`src/bse_pkg.sv`:
```
// Shared types, command and status codes for the bounded stack engine.
package bse_pkg;

    // Default stack depth in words.
    localparam int DEPTH_DEFAULT = 8;

    // Number of items the command queue between front and back holds.
    localparam int QDEPTH = 2;

    // Command codes as they arrive on the input channel.
    localparam logic [2:0] CMD_PUSH      = 3'd0;
    localparam logic [2:0] CMD_POP       = 3'd1;
    localparam logic [2:0] CMD_DISPLAY   = 3'd2;
    localparam logic [2:0] CMD_PEEK_TOP  = 3'd3;
    localparam logic [2:0] CMD_PEEK_BOT  = 3'd4;
    localparam logic [2:0] CMD_POP_N     = 3'd5;

    // Result status codes.
    localparam logic [2:0] ST_OK         = 3'd0;
    localparam logic [2:0] ST_OVERFLOW   = 3'd1;
    localparam logic [2:0] ST_UNDERFLOW  = 3'd2;
    localparam logic [2:0] ST_TOOFEW     = 3'd3;
    localparam logic [2:0] ST_EMPTY      = 3'd4;

    // Entry of the peek from the bottom of the stack.
    localparam int PEEK_BOT_INDEX = 2;

    // One classified command as it waits in the queue.
    typedef struct packed {
        logic [2:0]          kind;
        logic signed [31:0]  word;
        logic [3:0]          count;
    } cmd_item_t;

    // Queue status seen by the front and back parts.
    typedef struct packed {
        logic empty;
        logic full;
    } q_stat_t;

endpackage

```
`src/bse_front.sv`:
```
// Front part: unpacks and classifies incoming command items.
module bse_front (
    input  logic                s_tvalid,
    output logic                s_tready,
    input  logic [39:0]         s_tdata,  // command[2:0], push_value[34:3], pop_count[38:35]
    input  bse_pkg::q_stat_t    q_stat,
    output logic                q_push,
    output bse_pkg::cmd_item_t  q_item
);
    import bse_pkg::*;

    logic [2:0] command;
    logic       known_cmd;

    // Field unpacking.
    assign command      = s_tdata[2:0];
    assign q_item.kind  = command;
    assign q_item.word  = s_tdata[34:3];
    assign q_item.count = s_tdata[38:35];

    // Unused command codes are accepted and dropped here; they cause no result.
    always_comb begin
        case (command)
            CMD_PUSH, CMD_POP, CMD_DISPLAY,
            CMD_PEEK_TOP, CMD_PEEK_BOT, CMD_POP_N: known_cmd = 1'b1;
            default:                               known_cmd = 1'b0;
        endcase
    end

    assign s_tready = !q_stat.full;
    assign q_push   = s_tvalid && s_tready && known_cmd;

endmodule

```
`src/bse_queue.sv`:
```
// Short command queue between the front and back parts.
module bse_queue (
    input  logic                aclk,
    input  logic                aresetn,
    input  logic                push,
    input  bse_pkg::cmd_item_t  push_item,
    input  logic                pop,
    output bse_pkg::cmd_item_t  head_item,
    output bse_pkg::q_stat_t    stat
);
    import bse_pkg::*;

    localparam int QAW = (QDEPTH > 1) ? $clog2(QDEPTH) : 1;
    localparam int QCW = $clog2(QDEPTH + 1);

    cmd_item_t        entry_reg [QDEPTH];
    logic [QAW-1:0]   wr_ptr_reg, wr_ptr_next;
    logic [QAW-1:0]   rd_ptr_reg, rd_ptr_next;
    logic [QCW-1:0]   count_reg, count_next;
    logic             do_push, do_pop;

    assign stat.empty = (count_reg == '0);
    assign stat.full  = (count_reg == QCW'(QDEPTH));
    assign do_push    = push && !stat.full;
    assign do_pop     = pop && !stat.empty;
    assign head_item  = entry_reg[rd_ptr_reg];

    // Pointer and fill-count update, wrapping at the queue depth.
    always_comb begin
        wr_ptr_next = wr_ptr_reg;
        rd_ptr_next = rd_ptr_reg;
        count_next  = count_reg;
        if (do_push) begin
            wr_ptr_next = (wr_ptr_reg == QAW'(QDEPTH - 1)) ? '0 : wr_ptr_reg + QAW'(1);
        end
        if (do_pop) begin
            rd_ptr_next = (rd_ptr_reg == QAW'(QDEPTH - 1)) ? '0 : rd_ptr_reg + QAW'(1);
        end
        if (do_push && !do_pop) begin
            count_next = count_reg + QCW'(1);
        end else if (do_pop && !do_push) begin
            count_next = count_reg - QCW'(1);
        end
    end

    always_ff @(posedge aclk) begin
        if (!aresetn) begin
            wr_ptr_reg <= '0;
            rd_ptr_reg <= '0;
            count_reg  <= '0;
        end else begin
            wr_ptr_reg <= wr_ptr_next;
            rd_ptr_reg <= rd_ptr_next;
            count_reg  <= count_next;
        end
    end

    // Queue payload needs no reset.
    always_ff @(posedge aclk) begin
        if (do_push) begin
            entry_reg[wr_ptr_reg] <= push_item;
        end
    end

endmodule

```
`src/bse_back.sv`:
```
// Back part: executes queued commands on the stack memory and drives results.
module bse_back #(
    parameter int DEPTH = bse_pkg::DEPTH_DEFAULT,
    parameter int OW    = $clog2(DEPTH + 1)
) (
    input  logic                aclk,
    input  logic                aresetn,
    input  bse_pkg::cmd_item_t  head_item,
    input  bse_pkg::q_stat_t    q_stat,
    output logic                q_pop,
    output logic                busy,
    output logic [OW-1:0]       occupancy,
    output logic                m_tvalid,
    input  logic                m_tready,
    output logic [31:0]         m_tdata,  // value[31:0]
    output logic [2:0]          m_tuser,  // status[2:0]
    output logic                m_tlast
);
    import bse_pkg::*;

    localparam int AW = $clog2(DEPTH);
    localparam int CW = (OW > 4) ? OW : 4;

    // Stack memory, one write and one registered read port.
    logic signed [31:0] stack_mem [DEPTH];

    logic [OW-1:0]      occ_reg, occ_next;
    logic [OW-1:0]      remain_reg, remain_next;
    logic [AW-1:0]      addr_reg, addr_next;
    logic               busy_reg, busy_next;
    logic               out_valid_reg, out_valid_next;
    logic signed [31:0] out_value_reg;
    logic [2:0]         out_status_reg;
    logic               out_last_reg;

    logic               adv;
    logic               out_load;
    logic               rd_en;
    logic [AW-1:0]      rd_addr;
    logic               wr_en;
    logic [AW-1:0]      wr_addr;
    logic signed [31:0] const_value;
    logic [2:0]         status_n;
    logic               last_n;
    logic [CW-1:0]      occ_ext, cnt_ext;
    logic [AW-1:0]      top_addr, below_top_addr, third_addr;

    assign adv            = !out_valid_reg || m_tready;
    assign occ_ext        = CW'(occ_reg);
    assign cnt_ext        = CW'(head_item.count);
    assign top_addr       = AW'(occ_reg - OW'(1));
    assign below_top_addr = AW'(occ_reg - OW'(2));
    assign third_addr     = AW'(occ_reg - OW'(3));
    assign wr_addr        = occ_reg[AW-1:0];

    // Command sequencer: one result per cycle whenever the output slot is free.
    always_comb begin
        occ_next       = occ_reg;
        remain_next    = remain_reg;
        addr_next      = addr_reg;
        busy_next      = busy_reg;
        out_valid_next = out_valid_reg && !m_tready;
        out_load       = 1'b0;
        rd_en          = 1'b0;
        rd_addr        = addr_reg;
        wr_en          = 1'b0;
        const_value    = '0;
        status_n       = ST_OK;
        last_n         = 1'b1;
        q_pop          = 1'b0;

        if (busy_reg) begin
            // Streaming the remaining words of a display or pop-n.
            if (adv) begin
                out_load    = 1'b1;
                rd_en       = 1'b1;
                last_n      = (remain_reg == OW'(1));
                remain_next = remain_reg - OW'(1);
                addr_next   = addr_reg - AW'(1);
                busy_next   = (remain_reg != OW'(1));
            end
        end else if (!q_stat.empty && adv) begin
            q_pop    = 1'b1;
            out_load = 1'b1;
            case (head_item.kind)
                CMD_PUSH: begin
                    if (occ_reg == OW'(DEPTH)) begin
                        status_n = ST_OVERFLOW;
                    end else begin
                        wr_en    = 1'b1;
                        occ_next = occ_reg + OW'(1);
                    end
                end
                CMD_POP: begin
                    if (occ_reg == '0) begin
                        status_n    = ST_UNDERFLOW;
                        const_value = '1;
                    end else begin
                        rd_en    = 1'b1;
                        rd_addr  = top_addr;
                        occ_next = occ_reg - OW'(1);
                    end
                end
                CMD_DISPLAY: begin
                    if (occ_reg == '0) begin
                        status_n = ST_EMPTY;
                    end else begin
                        rd_en       = 1'b1;
                        rd_addr     = top_addr;
                        last_n      = (occ_reg == OW'(1));
                        remain_next = occ_reg - OW'(1);
                        addr_next   = below_top_addr;
                        busy_next   = (occ_reg != OW'(1));
                    end
                end
                CMD_PEEK_TOP: begin
                    if (occ_reg < OW'(3)) begin
                        status_n = ST_TOOFEW;
                    end else begin
                        rd_en   = 1'b1;
                        rd_addr = third_addr;
                    end
                end
                CMD_PEEK_BOT: begin
                    if (occ_reg < OW'(3)) begin
                        status_n = ST_TOOFEW;
                    end else begin
                        rd_en   = 1'b1;
                        rd_addr = AW'(PEEK_BOT_INDEX);
                    end
                end
                CMD_POP_N: begin
                    if (cnt_ext == '0) begin
                        status_n = ST_OK;
                    end else if (cnt_ext > occ_ext) begin
                        status_n = ST_TOOFEW;
                    end else begin
                        rd_en       = 1'b1;
                        rd_addr     = top_addr;
                        last_n      = (cnt_ext == CW'(1));
                        occ_next    = OW'(occ_ext - cnt_ext);
                        remain_next = OW'(cnt_ext - CW'(1));
                        addr_next   = below_top_addr;
                        busy_next   = (cnt_ext != CW'(1));
                    end
                end
                default: begin
                    out_load = 1'b0;
                end
            endcase
        end

        if (out_load) begin
            out_valid_next = 1'b1;
        end
    end

    // Control state.
    always_ff @(posedge aclk) begin
        if (!aresetn) begin
            occ_reg       <= '0;
            remain_reg    <= '0;
            addr_reg      <= '0;
            busy_reg      <= 1'b0;
            out_valid_reg <= 1'b0;
        end else begin
            occ_reg       <= occ_next;
            remain_reg    <= remain_next;
            addr_reg      <= addr_next;
            busy_reg      <= busy_next;
            out_valid_reg <= out_valid_next;
        end
    end

    // Stack memory write and registered read straight into the output register.
    always_ff @(posedge aclk) begin
        if (wr_en) begin
            stack_mem[wr_addr] <= head_item.word;
        end
        if (out_load) begin
            if (rd_en) begin
                out_value_reg <= stack_mem[rd_addr];
            end else begin
                out_value_reg <= const_value;
            end
            out_status_reg <= status_n;
            out_last_reg   <= last_n;
        end
    end

    assign busy      = busy_reg;
    assign occupancy = occ_reg;
    assign m_tvalid  = out_valid_reg;
    assign m_tdata   = out_value_reg;
    assign m_tuser   = out_status_reg;
    assign m_tlast   = out_last_reg;

endmodule

```
`src/bounded_stack_engine.sv`:
```
// Top level of the bounded stack engine: front, command queue and back part.
//
//  Channel  Direction  Payload
//  s_       in         tdata: command[2:0], push_value[34:3], pop_count[38:35]
//  m_       out        tdata: value[31:0]; tuser: status[2:0]; tlast: last
//
// Push, pop and both peeks each give one result word. Display and pop-n give one
// word per cycle while the output is not stalled, limited by the single read port
// of the stack memory. Reset clears only the occupancy and the control state; the
// stack words are undefined until pushed. A two-item queue lets the input side
// take up to two more items while the output side stalls.
module bounded_stack_engine #(
    parameter int DEPTH = bse_pkg::DEPTH_DEFAULT
) (
    input  logic         aclk,
    input  logic         aresetn,
    input  logic         s_tvalid,
    output logic         s_tready,
    input  logic [39:0]  s_tdata,  // command[2:0], push_value[34:3], pop_count[38:35]
    output logic         m_tvalid,
    input  logic         m_tready,
    output logic [31:0]  m_tdata,  // value[31:0]
    output logic [2:0]   m_tuser,  // status[2:0]
    output logic         m_tlast
);
    import bse_pkg::*;

    localparam int OW = $clog2(DEPTH + 1);

    cmd_item_t     push_item;
    cmd_item_t     head_item;
    q_stat_t       q_stat;
    logic          q_push;
    logic          q_pop;
    logic          busy;
    logic [OW-1:0] occupancy;

    bse_front u_front (
        .s_tvalid (s_tvalid),
        .s_tready (s_tready),
        .s_tdata  (s_tdata),
        .q_stat   (q_stat),
        .q_push   (q_push),
        .q_item   (push_item)
    );

    bse_queue u_queue (
        .aclk      (aclk),
        .aresetn   (aresetn),
        .push      (q_push),
        .push_item (push_item),
        .pop       (q_pop),
        .head_item (head_item),
        .stat      (q_stat)
    );

    bse_back #(
        .DEPTH (DEPTH),
        .OW    (OW)
    ) u_back (
        .aclk      (aclk),
        .aresetn   (aresetn),
        .head_item (head_item),
        .q_stat    (q_stat),
        .q_pop     (q_pop),
        .busy      (busy),
        .occupancy (occupancy),
        .m_tvalid  (m_tvalid),
        .m_tready  (m_tready),
        .m_tdata   (m_tdata),
        .m_tuser   (m_tuser),
        .m_tlast   (m_tlast)
    );

`ifndef SYNTHESIS
    // The stack never holds more words than its depth.
    a_occ_bound: assert property (@(posedge aclk) disable iff (!aresetn)
        occupancy <= OW'(DEPTH))
        else $error("stack occupancy exceeds depth");

    // No new command is taken from the queue while a multi-word answer streams.
    a_no_pop_busy: assert property (@(posedge aclk) disable iff (!aresetn)
        busy |-> !q_pop)
        else $error("queue popped while streaming");

    // Any status other than ok ends the answer to its command.
    a_err_last: assert property (@(posedge aclk) disable iff (!aresetn)
        (m_tvalid && m_tuser != ST_OK) |-> m_tlast)
        else $error("error result without last");

    // Once streaming ends, the final streamed item carries last.
    a_stream_end: assert property (@(posedge aclk) disable iff (!aresetn)
        $fell(busy) |-> (m_tvalid && m_tlast))
        else $error("stream ended without last item");
`endif

endmodule

```
`config.mk`:
```
export PLATFORM = sky130hd
export DESIGN_NAME = bounded_stack_engine
export DESIGN_NICKNAME = d
export VERILOG_FILES = /design/src/bse_pkg.sv /design/src/bse_front.sv /design/src/bse_queue.sv /design/src/bse_back.sv /design/src/bounded_stack_engine.sv
export SDC_FILE = /design/constraint.sdc
export NUM_CORES = 1
export LEC_CHECK = 0
export ABC_AREA = 0
export BUFFER_PORTS_ARGS = -buffer_cell sky130_fd_sc_hd__buf_2
export CAP_MARGIN = 20
export CORE_ASPECT_RATIO = 0.75
export CORE_MARGIN = 1.5
export CORE_UTILIZATION = 60
export CTS_CLUSTER_SIZE = 30
export DETAILED_ROUTE_END_ITERATION = 6
export PLACE_DENSITY = 0.78
export SKIP_CTS_REPAIR_TIMING = 1
export SYNTH_ARGS = -nofsm -noshare
export SYNTH_HDL_FRONTEND = slang
export SYNTH_HIERARCHICAL = 1
export SYNTH_SLANG_ARGS = --single-unit
```
`constraint.sdc`:
```
create_clock -name aclk -period 4.1 [get_ports aclk]
set_input_delay 0.205 -clock aclk [delete_from_list [all_inputs] [get_ports aclk]]
set_output_delay 0.205 -clock aclk [all_outputs]
set_load 0.01 [all_outputs]
```
==> impl_metrics.csv <==
group,metric,value,unit
detailed_routing,post-route-drc-count,0,
global_route,met2_usage,39.6,%
pwr,p_leak,6.42,nW
timing,rsz0062_at_grt,"no",
placement,globalplace.congestion,0.935,
layout,largest_reg_flops,256,
detailed_routing,drtPass1Iterations,5,
timing,slew_violations,0,
die,die_w,192,um
detailed_routing,wl,33.2,mm
pwr,p_per_area,586,nW/um^2
cts,cts_tree,"done",
timing,setup_viol,0,
run,drv_cap,0,
timing,fmax,260,MHz
worst_setup_path,arrival,4110,ps
pwr,p_total,10.6,mW
global_route,grt_util_met1,34.1,%
pwr,p_clk_share,29.1,%
global_route,grt_pass1_vias,9031,
detailed_routing,ant_nets,0,
cts,cts_made_buffers,37,
global_route,globalRoute.totalOverflow,0,
global_route,antenna_found_initial,0,
synthesis,syn_area,16000,um^2
pwr,power.switching,3.04,mW
synthesis,synth_edf_count,370,
cts,cts_max_level,2,
global_route,grt_first_pass_wirelength,49.9,mm
worst_setup_path,crit_path_cell_trace,"mux2_2, ha_1, inv_1, fa_1, nand3_1, a211o_1, and4_1, o22a_2, nor2_8, a32oi_1, a32o_1",
cts,cts.path.max_buffers,3,
detailed_routing,dr_total_vias,9354,
synthesis,synth.distinct_cells,64,
layout,fillers,1752,
die,initial_core_util,61.4,%
synthesis,synth-compound-area-share,7.41,%
worst_setup_path,path_class,"flop to flop",
global_route,track_usage,24.3,%
hold_path,hp-start,"s_tvalid",
cts,cts_num_sinks,388,
detailed_routing,via_per_inst,5.96,
worst_setup_path,cp.required,4350,ps
layout,mostFrequentLayoutCells,"edfxtp_1 (370), nand2_1 (192), buf_2 (80), nand3_1 (64), mux2_2 (43)",
hold_path,hp-class,"primary input to flop",
synthesis,yosys-mux-area-fraction,5.39,%
cts,clkTransAtPathRegs,60,ps
synthesis,seq_area_frac_synth,71.6,%
pwr,combPwrFrac,22.5,%
worst_setup_path,max_stage_delay,530,ps
timing,slew-limit-headroom,33.6,%
worst_setup_path,cp_top_family,"compound AO/OA/AOI/OAI gates",
pwr,ir_drop,0.000364,V
timing,worst_slew_pin_slew,993,ps
pwr,p_int,7.60,mW
synthesis,synth_top_family_by_area,"simple AND/OR/NAND/NOR gates",
detailed_routing,wl_per_cell,21.1,um
detailed_routing,drt_iter0_drc,810,
global_route,grt.busiest_layer,"met2",
placement,dp_hpwl,19.1,mm
die,dieArea,27700,um^2
layout,final_common_cell,"edfxtp_1",
layout,area_delta_synth_final,13.3,%
synthesis,yosysTopAreaCellShare,69.3,%
synthesis,synthFlopType,"edfxtp_1",
pwr,switching_share,28.6,%
global_route,grt_util_met3,3.23,%
synthesis,ys_ff_latch,388,
synthesis,synth_warnings,6,
timing,fin_tns_setup,0,ps
timing,finalCriticalPeriod,3850,ps
cts,insertion_delay,530,ps
timing,finalCritPeriodShare,94.0,%
synthesis,synth_area_leaders,"edfxtp_1 (69%), nand2_1 (4.5%), mux2_2 (3.0%)",
global_route,grt_max_degree,64,
layout,nNetsFinal,1260,
worst_setup_path,critical_path_buf_inv_count,1,
status,status,"finished, final reports clean",
layout,drive_gt1_share,17.5,%
worst_setup_path,crit_path_top_delay_cell,"nor2_8",
timing,final_hold_viol_count,0,
synthesis,async_reset_ff_share,0,%
synthesis,syn_inst,1105,
synthesis,syn_nets,1169,
worst_setup_path,crit_path_max_fanout,28,
timing,skew,18.1,ps
synthesis,synth.largest_area_cell,"edfxtp_1",
synthesis,syn_area_per_cell,14.5,um^2
synthesis,synth_xor_area_share,0.546,%
synthesis,synthSimpleGateAreaFrac,9.26,%
placement,port-buffer-count,80,
worst_setup_path,startpoint_type,"flop",
die,std_cell_rows,51,
cts,cts_root_buf,"clkbuf_16",
die,fp.dieH,145,um
die,io-pin-count,82,
pwr,p_seq_share,48.4,%
synthesis,yosys.area_share.adder,1.61,%
die,core,26100,um^2
worst_setup_path,cp-end-kind,"flop",
[cell usage after synthesis, types with 2 or more instances]
master and number:
a211oi_1 5, a21boi_0 4, a21oi_1 19, a22oi_1 3, a31oi_1 3, a32o_1 32, a32oi_1 27, and2_1 11
and3_1 4, and3b_1 2, buf_1 5, buf_2 26, buf_4 45, buf_6 2, clkbuf_1 18, dfxtp_1 18
edfxtp_1 370, ha_1 19, inv_1 23, mux2_2 43, mux2i_1 38, nand2_1 193, nand2b_1 5, nand3_1 64
nand3b_1 4, nor2_1 24, nor3_1 6, nor3b_1 5, o211ai_1 10, o21a_1 3, o21ai_0 17, o21ai_1 7
o221ai_1 4, o22ai_1 3, o31a_1 2, or3_1 5, xnor2_1 6, xor2_1 4
[worst register-to-register path, stage by stage (launching register included)]
cell     delay, ps
dfxtp_2        440
mux2_2         420
ha_1           210
inv_1           80
fa_1           210
nand3_1        150
a211o_1        400
and4_1         310
o22a_2         440
nor2_8         530
a32oi_1        150
a32o_1         270
[metal layers]
metal  vias up  share of wire, %
met5         -                 0
met4         0               1.5
met3        41               6.4
met2       341                48
met1      4655                44
li1       4317                 -
[logic make-up (layout without fill, tap and decap cells)]
logic type / count (synthesis) / count (layout)
flip-flops: 388 / 388
buffers and inverters: 122 / 241
multiplexers: 81 / 81
AO/OA/AOI/OAI: 153 / 153
other: 0 / 1
XOR/XNOR: 10 / 10
adder cells (fa/ha/maj): 20 / 20
AND/OR/NAND/NOR: 331 / 331
[per-stage QoR]
| step | utilization (%) | instances | setup WS [ps] | area, um^2 | hold WS, ps |
|---|---|---|---|---|---|
| 2_1_floorplan | - | 1105 | 704 | 16000 | 323 |
| 4_1_cts | 67.9 | 1526 | 282 | 17700 | -153 |
| 3_5_place_dp | 63.6 | 1459 | 299 | 16600 | 397 |
| 5_1_grt | 69.6 | 1568 | 43.6 | 18200 | 274 |
| 3_3_place_gp | 63.6 | 1459 | 373 | 16600 | 392 |
| 6_report | 69.6 | 1569 | 247 | 18200 | 230 |
[power by group through the flow]
stage | combinational [mW] | sequential (mW) | clock, mW
2_1_floorplan | 1.53 | 5.27 | 0
3_3_place_gp | 2.26 | 5.23 | 0
3_5_place_dp | 2.32 | 5.24 | 0
4_1_cts | 2.33 | 5.16 | 3.15
5_1_grt | 2.62 | 5.18 | 3.30
6_report | 2.40 | 5.14 | 3.09
[area by class of cell]
| class | instances | area [um^2] | area share (%) |
|---|---|---|---|
| well taps | 344 | 430 | 2.37 |
| inverters | 25 | 93.8 | 0.517 |
| multi-input cells | 595 | 3920 | 21.6 |
| diodes | 1 | 2.50 | 0.0138 |
| flip-flops and latches | 388 | 11500 | 63.2 |
| clock buffers | 46 | 1000 | 5.51 |
| repair buffers | 149 | 1130 | 6.23 |
| clock inverters | 21 | 104 | 0.572 |
[path summary, 6_finish.rpt]
check | endpoint | slack, ps | cells past startpoint
max | u_back/m_tdata[14] | 250 | 11
min | u_queue/wr_ptr_reg | 230 | 4
max reg2reg | u_back/m_tdata[14] | 250 | 11
min reg2reg | u_back/remain_reg[3] | 530 | 2
Note: power is estimated with default switching activity, not from simulation.
